--- config.mk ---
export PLATFORM = sky130hd
export DESIGN_NAME = bcp_fifo
export DESIGN_NICKNAME = d
export VERILOG_FILES = /design/src/hdl/box_corner_project_unit_defines.svh /design/src/hdl/bcp_pkg.sv /design/src/hdl/bcp_fifo.sv
export SDC_FILE = /design/constraint.sdc
export NUM_CORES = 1
export LEC_CHECK = 0
export BUFFER_PORTS_ARGS = -buffer_cell sky130_fd_sc_hd__buf_2
export CORE_ASPECT_RATIO = 0.9
export CORE_MARGIN = 4
export CORE_UTILIZATION = 51
export CTS_CLUSTER_SIZE = 25
export DETAILED_ROUTE_END_ITERATION = 8
export PLACE_DENSITY = 0.8
export SLEW_MARGIN = 10
export SYNTH_ARGS = -nofsm -noshare
export SYNTH_HDL_FRONTEND = slang
export SYNTH_SLANG_ARGS = --single-unit
--- constraint.sdc ---
create_clock -name clock -period 2.4 [get_ports clock]
set_input_delay 0.24 -clock clock [delete_from_list [all_inputs] [get_ports clock]]
set_output_delay 0.24 -clock clock [all_outputs]
set_load 0.01 [all_outputs]
--- src/hdl/box_corner_project_unit_defines.svh ---
// ----------------------------------------------------------------------------
// box corner projector assertion macros
// checks for the file that carries concurrent assertions
// ----------------------------------------------------------------------------
`ifndef BOX_CORNER_PROJECT_UNIT_DEFINES_SVH
`define BOX_CORNER_PROJECT_UNIT_DEFINES_SVH

// condition implies consequence in the same cycle
`define BCP_ASSERT_SAME(label, ante, cons) \
   label: assert property (@(posedge clock) disable iff (reset) (ante) |-> (cons)) \
      else $error("box corner projector check failed");

// condition implies consequence in the next cycle
`define BCP_ASSERT_NEXT(label, ante, cons) \
   label: assert property (@(posedge clock) disable iff (reset) (ante) |=> (cons)) \
      else $error("box corner projector check failed");

`endif

--- src/hdl/bcp_pkg.sv ---
// ----------------------------------------------------------------------------
// box corner projector package
// shared constants, codes and record types
// ----------------------------------------------------------------------------
package bcp_pkg;

   localparam int WORLD_FRAC_BITS = 8;
   localparam int PIXEL_FRAC_BITS = 4;
   localparam int CORNER_COUNT    = 8;
   localparam int CIDX_W          = $clog2(CORNER_COUNT);

   localparam int IN_DATA_W  = 96;
   localparam int OUT_DATA_W = 104;

   localparam int CAM_W     = 32;
   localparam int CSR_W     = 64;
   localparam int CSR_COUNT = 6;
   localparam int CSR_IDX_W = 3;

   typedef enum logic [CSR_IDX_W-1:0] {
      CSR_ROW0_LO = 3'd0,
      CSR_ROW0_HI = 3'd1,
      CSR_ROW1_LO = 3'd2,
      CSR_ROW1_HI = 3'd3,
      CSR_ROW2_LO = 3'd4,
      CSR_ROW2_HI = 3'd5
   } csr_index_type;

   localparam logic [CSR_W-1:0] CAM_RESET [CSR_COUNT] = '{
      64'd65536, 64'd0, 64'd281474976710656, 64'd0, 64'd0, 64'd65536
   };

   // corner table, bit k belongs to corner k
   localparam logic [CORNER_COUNT-1:0] NEG_X_MASK = 8'b1000_0111;
   localparam logic [CORNER_COUNT-1:0] NEG_Y_MASK = 8'b1011_0001;
   localparam logic [CORNER_COUNT-1:0] TOP_MASK   = 8'b0110_0011;

   // quarter wave polynomial, Q1.14
   localparam int SINE_QUARTER = 16384;
   localparam int SINE_K0      = 10512;
   localparam int SINE_K1      = 1160;
   localparam int SINE_K2      = 25736;
   localparam int ROUND_HALF   = 8192;
   localparam int ROT_SHIFT    = 14;

   localparam int WORLD_W = 18;
   localparam int HEIGHT_W = 15;
   localparam int PROD_W  = CAM_W + WORLD_W + 1;
   localparam int ACC_W   = PROD_W + 2;
   localparam int PIX_W   = 24;

   localparam int FIFO_DEPTH = 4;
   localparam int FIFO_PTR_W = $clog2(FIFO_DEPTH);

   typedef struct packed {
      logic [CIDX_W-1:0]          index;
      logic signed [WORLD_W-1:0]  wx;
      logic signed [WORLD_W-1:0]  wy;
      logic [HEIGHT_W-1:0]        wz;
      logic                       last;
   } corner_type;

   typedef struct packed {
      logic busy;
      logic done;
   } div_status_type;

   typedef enum logic [2:0] {
      FR_IDLE, FR_Z2, FR_Y1, FR_Y2, FR_SINE, FR_ROT, FR_EMIT
   } front_state_type;

   typedef enum logic [2:0] {
      BK_IDLE, BK_MUL, BK_SUM, BK_START, BK_DIV, BK_OUT
   } back_state_type;

endpackage

--- src/hdl/bcp_fifo.sv ---
// ----------------------------------------------------------------------------
// box corner projector corner queue
// small flop queue between the corner generator and the projector
// ----------------------------------------------------------------------------
module bcp_fifo
   import bcp_pkg::*;
(
   input  logic       clock,
   input  logic       reset,
   input  logic       push,
   input  corner_type push_data,
   input  logic       pop,
   output corner_type head,
   output logic       full,
   output logic       empty
);

   corner_type                mem_ff [FIFO_DEPTH];
   logic [FIFO_PTR_W-1:0]     wr_ptr_ff;
   logic [FIFO_PTR_W-1:0]     rd_ptr_ff;
   logic [FIFO_PTR_W:0]       count_ff;

   assign full  = (count_ff == (FIFO_PTR_W+1)'(FIFO_DEPTH));
   assign empty = (count_ff == '0);
   assign head  = mem_ff[rd_ptr_ff];

   always_ff @(posedge clock) begin
      if (reset) begin
         wr_ptr_ff <= '0;
         rd_ptr_ff <= '0;
         count_ff  <= '0;
      end else begin
         if (push) begin
            wr_ptr_ff <= wr_ptr_ff + 1'b1;
         end
         if (pop) begin
            rd_ptr_ff <= rd_ptr_ff + 1'b1;
         end
         if (push && !pop) begin
            count_ff <= count_ff + 1'b1;
         end else if (pop && !push) begin
            count_ff <= count_ff - 1'b1;
         end
      end
   end

   always_ff @(posedge clock) begin
      if (push) begin
         mem_ff[wr_ptr_ff] <= push_data;
      end
   end

endmodule

## Yosys cells after proc, flatten, opt, wreduce, memory -nomap -nowiden

Memories as Yosys holds them, arrays and structs flattened. A register that Yosys moved wholly into a read port is not among the register bits.
Index checks and enable logic that the tools add are counted.

| word-level totals | value |
|---|---|
| register bits | 7 |
| bits in writable memories | 220 |
| input port bits | 59 |
| logic and storage cells | 21 |
| memories | 1 |

| operators by class | value |
|---|---|
| add/subtract/negate cells | 4 |
| eq/ne operators | 1 |
| mux-type cells | 6 |
| reduce and logical (&&, ||, !) cells | 6 |

Memories:

| memory | words | bits a word | rd ports | clocked after Yosys merged registers in | wr ports | RTL line | text |
|---|---|---|---|---|---|---|---|
| mem_ff | 4 | 55 | 1 | 1 | 1 | bcp_fifo.sv:18 | `corner_type mem_ff [FIFO_DEPTH];` |

Operator list:

| cell | count |
|---|---|
| $mux W3 | 2 |
| $add A2 B1 Y2 const B | 2 |
| $mux W2 | 2 |
| $add A3 B1 Y3 const B | 1 |
| $eq A3 B3 Y1 const B | 1 |
| $logic_not A3 Y1 | 1 |
| $sub A3 B1 Y3 const B | 1 |
| $logic_and A1 B1 Y1 | 2 |
| $logic_not A1 Y1 | 2 |
| $mux W1 | 2 |
| $reduce_bool A2 Y1 | 1 |

## Depth between registers and ports, before layout

Gate-level depths: netlist of run 1.

| depth | value |
|---|---|
| depth after elaboration | 4 |
| mapped depth | 7 |
| depth with buffers taken out | 7 |

## Worst setup path after synthesis of run 1

OpenSTA, ideal clock, no wires.

| path | value |
|---|---|
| kind | register -> register |
| from | register wr_ptr_ff[0] |
| to | memory mem_ff[2][0] (netlist name), enable pin |
| library setup time | 418 ps |
| arrival time | 1846 ps |
| required time | 1982 ps |
| setup slack | 135 ps |
| stages on the path, launching flop included | 4 |
| buffers on the path | 0 |
| clock period less this slack | 2265 ps |
| path through | dfxtp_1 > inv_1 > ha_1 > and2_1 |

RTL lines:

| element | RTL line | text |
|---|---|---|
| start: declaration | bcp_fifo.sv:19 | `logic [FIFO_PTR_W-1:0] wr_ptr_ff;` |
| start signal: assignment | bcp_fifo.sv:34 | `wr_ptr_ff <= wr_ptr_ff + 1'b1;` |
| end: declaration | bcp_fifo.sv:18 |  |

Straight into the memory's write port.

==> impl_metrics.tcl, run 1 <==
set metrics [dict create \
    period_share_pct 87.0 \
    hold_class "in -> reg" \
    drt_iter0_drc 237 \
    grt_pass1_vias 4295 \
    reg2reg_setup_slack_ns 0.82 \
    ys_ff_latch 229 \
    slew_headroom_pct 61.1 \
    clock-root-buffer "clkbuf_16" \
    dieHeight_um 130 \
    antenna_found_initial 0 \
    numCtsBuffers 23 \
    vdd_ir_drop_max_mv 0.515 \
    final_util_pct 65.5 \
    cts_tree "built" \
    syn_area_um2 8430 \
    grt_max_degree 56 \
    syn_nets 396 \
    wl_per_cell_um 20.0 \
    finalHoldViolations 0 \
    end_kind "output pin" \
    p_per_area_nw_per_um2 852 \
    ant_nets 0 \
    overflow 0 \
    maxCapViolCount 0 \
    io_buffers 115 \
    ys_types 23 \
    drive_gt1_share_pct 40.6 \
    skew_ns 0.0214 \
    synthCells 331 \
    ys_top_cells_by_area "edfxtp_1, mux4_2, dfxtp_1, mux4_1, buf_12" \
    path_class "reg -> out" \
    cp.required_ns 2.16 \
    cts_buffer_depth 3 \
    max_slew.worst_pin.slew_ns 0.584 \
    reg2regPathDepth 4 \
    multi_input_area_um2 1490 \
    coreArea_um2 16200 \
    synth_top_area_share_pct 78.3 \
    fmax_mhz 479 \
    p_int_mw 7.16 \
    ff_latch_area_um2 6790 \
    vias 4036 \
    nets 592 \
    crit_path_start_kind "register" \
    n_fill_cell 1052 \
    setup.worst_path.end "head[50]" \
    final_max_slew_viol_count 0 \
    routed_via_density 5.37 \
    synth_area_per_cell_um2 25.5 \
    setup_tns_ns 0 \
    r2r-start "wr_ptr_ff[0]" \
    die_area_um2 18700 \
    yosysSeqAreaShare_pct 80.5 \
    leakage_nw 3.69 \
    power.share.clock_pct 38.2 \
    p_total_mw 9.03 \
    rows 44 \
    htree_levels 1 \
    fp.dieW_um 144 \
    r2r-end "mem_ff[2][10]" \
    placedCellCount 650 \
    clkLatencyLatePin_ns 0.50 \
    fin_hold_ws_ns 0.0308 \
    power_frac_seq_pct 51.4 \
    cts_resized 0 \
    period_needed_ns 2.09 \
    share_comb_of_total_power_pct 10.4 \
    place_hpwl_um 8550 \
    globalplace.congestion 0.689 \
    initial_utilization_pct 52.1 \
    final_cells 751 \
    cp_max_fo 23 \
    yosys_warnings 0 \
    io_pins 116 \
    switchingPower_mw 1.87 \
    grt_pass1_wl_um 23500 \
    setup_violations 0 \
    drc 0 \
    cts_sinks 229 \
    status "complete, no violations" \
    rsz0062_at_grt "false" \
    dr.pass1.iters 4 \
    synthToLayoutAreaGrowth_pct 25.7 \
    grt.total_usage_pct 16.5 \
    cp_data_arrival_time_ns 1.85 \
    drt-total-wl_um 15100 \
    diodes 0 \
    clk_pin_slew_worst_paths_ns 0.06 \
    yosysTopAreaCell "edfxtp_1" \
    switching_share_pct 20.7 \
]
-- sequential cells by signal, indices dropped and copies added, names as in the netlist, named ones only --
name       cells
mem_ff       220
count_ff       3
rd_ptr_ff      2
wr_ptr_ff      2
-- cells in the mapped netlist --
cell type    n
edfxtp_1   220
mux4_2      50
dfxtp_1      9
nor2_1       7
buf_12       5
buf_2        5
ha_1         5
mux4_1       5
and2_1       4
inv_1        4
xor2_1       3
mux2i_1      2
xnor2_1      2
a21oi_1      1
buf_6        1
clkbuf_1     1
clkbuf_2     1
fa_1         1
nand2_1      1
nor3_1       1
nor3b_1      1
o21ai_0      1
or3_1        1
-- critical path: stages, from the launching register on --
cell and delay [ns]:
dfxtp_4 0.38, buf_12 0.22, mux4_1 0.59, buf_2 0.16
-- stage by stage --
step / worst slack, ns / cell area [µm²]
after CTS: 0.0532 / 10600
final: 0.312 / 10600
after detailed placement: 0.578 / 9260
after floorplan: 0.135 / 8430
after global routing: 0.225 / 10600
after global placement: 0.545 / 9260
-- metal layers --
metal / global-route usage [%] / vias to the layer above / wire length (µm)
met3: 3.77 / 23 / 1130
met1: 22.8 / 2075 / 6240
met5: 0 / - / 0
li1: - / 1800 / -
met4: 3.32 / 0 / 248
met2: 27.5 / 138 / 7440
-- cell type report --
type | instances | share of cell area (%)
clock inverter | 11 | 1.00
multi-input combinational | 85 | 14.1
clock buffer | 31 | 6.09
inverter | 4 | 0.142
sequential | 229 | 64.0
timing repair buffer | 184 | 12.2
tap | 207 | 2.44
-- cell usage in the layout (no fill, tap or decap), types with 6 or more instances in the layout --
cell type	count
dfxtp_1	7
nor2_1	7
edfxtp_1	220
dlygate4sd3_1	55
clkbuf_16	23
mux4_2	50
buf_4	9
clkinv_2	6
buf_2	115
-- worst min path at each step --
stage | startpoint | to | slack [ns] | depth (start not counted)
after floorplan | push_data[0] | mem_ff[0][0] | 0.34 | 0
after global placement | push_data[54] | mem_ff[3][54] | 0.45 | 1
after detailed placement | push_data[29] | mem_ff[0][29] | 0.46 | 1
after CTS | reset | register | 0.01 | 2
after global routing | reset | register | 0.02 | 2
final | reset | register | 0.03 | 2
-- power by group through the flow --
| stage | logic [mW] | clock network (mW) | registers (mW) |
|---|---|---|---|
| floorplan | 0.542 | 0 | 4.71 |
| global placement | 0.835 | 0 | 4.73 |
| detailed placement | 0.857 | 0 | 4.74 |
| CTS | 0.933 | 3.54 | 4.66 |
| global route | 1.02 | 3.73 | 4.66 |
| finish | 0.939 | 3.45 | 4.64 |
-- repair_timing --
action | in CTS | in global routing
hold buffers | 55 | 0
endpoints found under the setup margin | 0 | 2
hold endpoints to repair | 220 | 0
buffers inserted | 0 | 4
-- logic make-up after synthesis --
group / synth area share, %
and+or+nand+nor: 0.875
adders and majority gates: 0.979
muxes: 15.1
buffers and inverters: 1.90
DFF: 80.5
AOI/OAI and AO/OA: 0.119
xor gates and xnor gates: 0.519
Note: power is estimated with default switching activity, not from simulation.
==> run 2, diff against run 1 <==
Settings changed: GPL_TIMING_DRIVEN set to 0.
==> run 2 against run 1 <==
  * Critical path type unchanged
  * Clock-buffer cell count is 4 lower
  * Wire length increased by 0.56%
  * Combinational power up 2.3%
  * Maximum frequency shrank 4.4%
  * Largest cell class unchanged
  * Setup slack worse by 0.096 ns
==> impl_metrics.tcl, run 2 (same netlist as run 1, synthesis figures left out) <==
set metrics [dict create \
    cts_sinks 229 \
    htree_levels 1 \
    leakage_nw 3.74 \
    cts_tree "built" \
    fmax_mhz 458 \
    largest_reg_flops 220 \
    max_slew.worst_pin.slew_ns 0.462 \
    pre_cts_ws_ns 0.615 \
    synthToLayoutAreaGrowth_pct 27.1 \
    vdd_ir_drop_max_mv 0.670 \
    rows 44 \
    largest-register "mem_ff" \
    end_kind "output pin" \
    ant_nets 0 \
    layout_commonest_cell "edfxtp_1" \
    maxCapViolCount 0 \
    slew_headroom_pct 69.2 \
    setup_tns_ns 0 \
    skew_ns 0.00835 \
    clkLatencyLatePin_ns 0.51 \
    crit_path_start_kind "register" \
    final_max_slew_viol_count 0 \
    io_buffers 114 \
    post_dp_cell_area_um2 9350 \
    stdcell_area_um2 10700 \
    cp_data_arrival_time_ns 1.94 \
    coreArea_um2 16200 \
    io_pins 116 \
    globalplace.congestion 0.677 \
    setup_violations 0 \
    wl_per_cell_um 20.1 \
    dieHeight_um 130 \
    postCtsSetupRepairBufs 0 \
    drc 0 \
    hold_class "in -> reg" \
    reg_top3 "mem_ff: 220 flops, count_ff: 3 flops" \
    clock-root-buffer "clkbuf_16" \
    reg2reg_setup_slack_ns 0.79 \
    period_share_pct 91.0 \
    nets 594 \
    final_cell_mix "edfxtp_1, buf_2, dlygate4sd3_1" \
    path_class "reg -> out" \
    drive_gt1_share_pct 40.3 \
    layout_setup_ws_ns 0.216 \
    hold_depth 2 \
    vias 3992 \
    drt_iter0_drc 240 \
    grt_max_degree 32 \
    r2r-start "wr_ptr_ff[0]" \
    clk_pin_slew_worst_paths_ns 0.06 \
    antenna_found_initial 0 \
    overflow 0 \
    die_area_um2 18700 \
    grt_pass1_vias 4416 \
    r2r-end "mem_ff[3][38]" \
    initial_utilization_pct 52.1 \
    reg2regPathDepth 3 \
    fin_hold_ws_ns 0.0681 \
    rsz0062_at_grt "false" \
    min_from "reset" \
    drt-total-wl_um 15100 \
    grt.total_usage_pct 16.7 \
    n_fill_cell 1038 \
    dr.pass1.iters 4 \
    p_per_area_nw_per_um2 874 \
    cp_max_fo 10 \
    grt_pass1_wl_um 23700 \
    fp.dieW_um 144 \
    period_needed_ns 2.18 \
    cts_buffer_depth 3 \
    numCtsBuffers 23 \
    finalHoldViolations 0 \
    cp.required_ns 2.16 \
    routed_via_density 5.30 \
    status "complete, no violations" \
    place_hpwl_um 9170 \
    diodes 0 \
]
==> run 2: cell count changes in the layout (fill, tap and decap cells not counted), sizes merged <==
cell / previous run / this run
clkbuf: 31 / 29
clkinvlp: 0 / 1
bufinv: 2 / 5
==> run 2: through the flow <==
step           std cells  util (%)  total power, mW
6_report             753      66.2             9.37
3_5_place_dp         656      57.8             5.63
2_1_floorplan        331         -             5.26
3_3_place_gp         652      57.2             5.58
5_1_grt              753      66.2             9.74
4_1_cts              753      66.2             9.47
==> run 2: routing by layer <==
layer  routed length, µm  vias to the layer above  track usage, %  share of wire [%]
li1                    -                     1803               -                  -
met1                6030                     2050            22.0                 40
met2                7920                      115            29.2                 52
met3                 896                       24            3.26                5.9
met4                 290                        0            3.77                1.9
met5                   0                        -               0                  0
==> run 2: where the power goes <==
part	internal, mW	switching [mW]
Sequential	4.59	0.0544
Clock	2.34	1.43
Combinational	0.487	0.474
==> run 2: what timing repair did <==
| action | CTS | global route |
|---|---|---|
| gates resized for setup | 0 | 0 |
| hold buffers | 55 | 0 |
| endpoints found under the hold margin | 220 | 0 |
==> run 2: area by class of cell <==
cell class / instances / area [µm²] / area share [%]
Tap cell: 207 / 259 / 2.42
Inverter: 4 / 15.0 / 0.140
Timing Repair Buffer: 173 / 1200 / 11.2
Buffer: 13 / 145 / 1.35
Clock buffer: 27 / 601 / 5.60
Clock inverter: 15 / 214 / 2.00
Sequential cell: 229 / 6790 / 63.3
Multi-Input combinational cell: 85 / 1500 / 14.0
==> run 2: worst max-delay path, stage by stage, from the launching register on <==
cell and delay [ns]:
dfxtp_1 0.30, clkbuf_2 0.25, buf_2 0.33, mux4_2 0.38, buf_2 0.16
==> run 2: worst max path at each step <==
stage | start | slack, ns | cells after the start | to
floorplan | wr_ptr_ff[0] | 0.14 | 3 | mem_ff[2][0]
detailed placement | push | 0.61 | 7 | count_ff[2]
global placement | wr_ptr_ff[0] | -0.79 | 3 | mem_ff[2][32]
global route | register | 0.1 | 4 | head[39]
finish | register | 0.22 | 4 | head[39]
CTS | register | 0.17 | 4 | head[39]
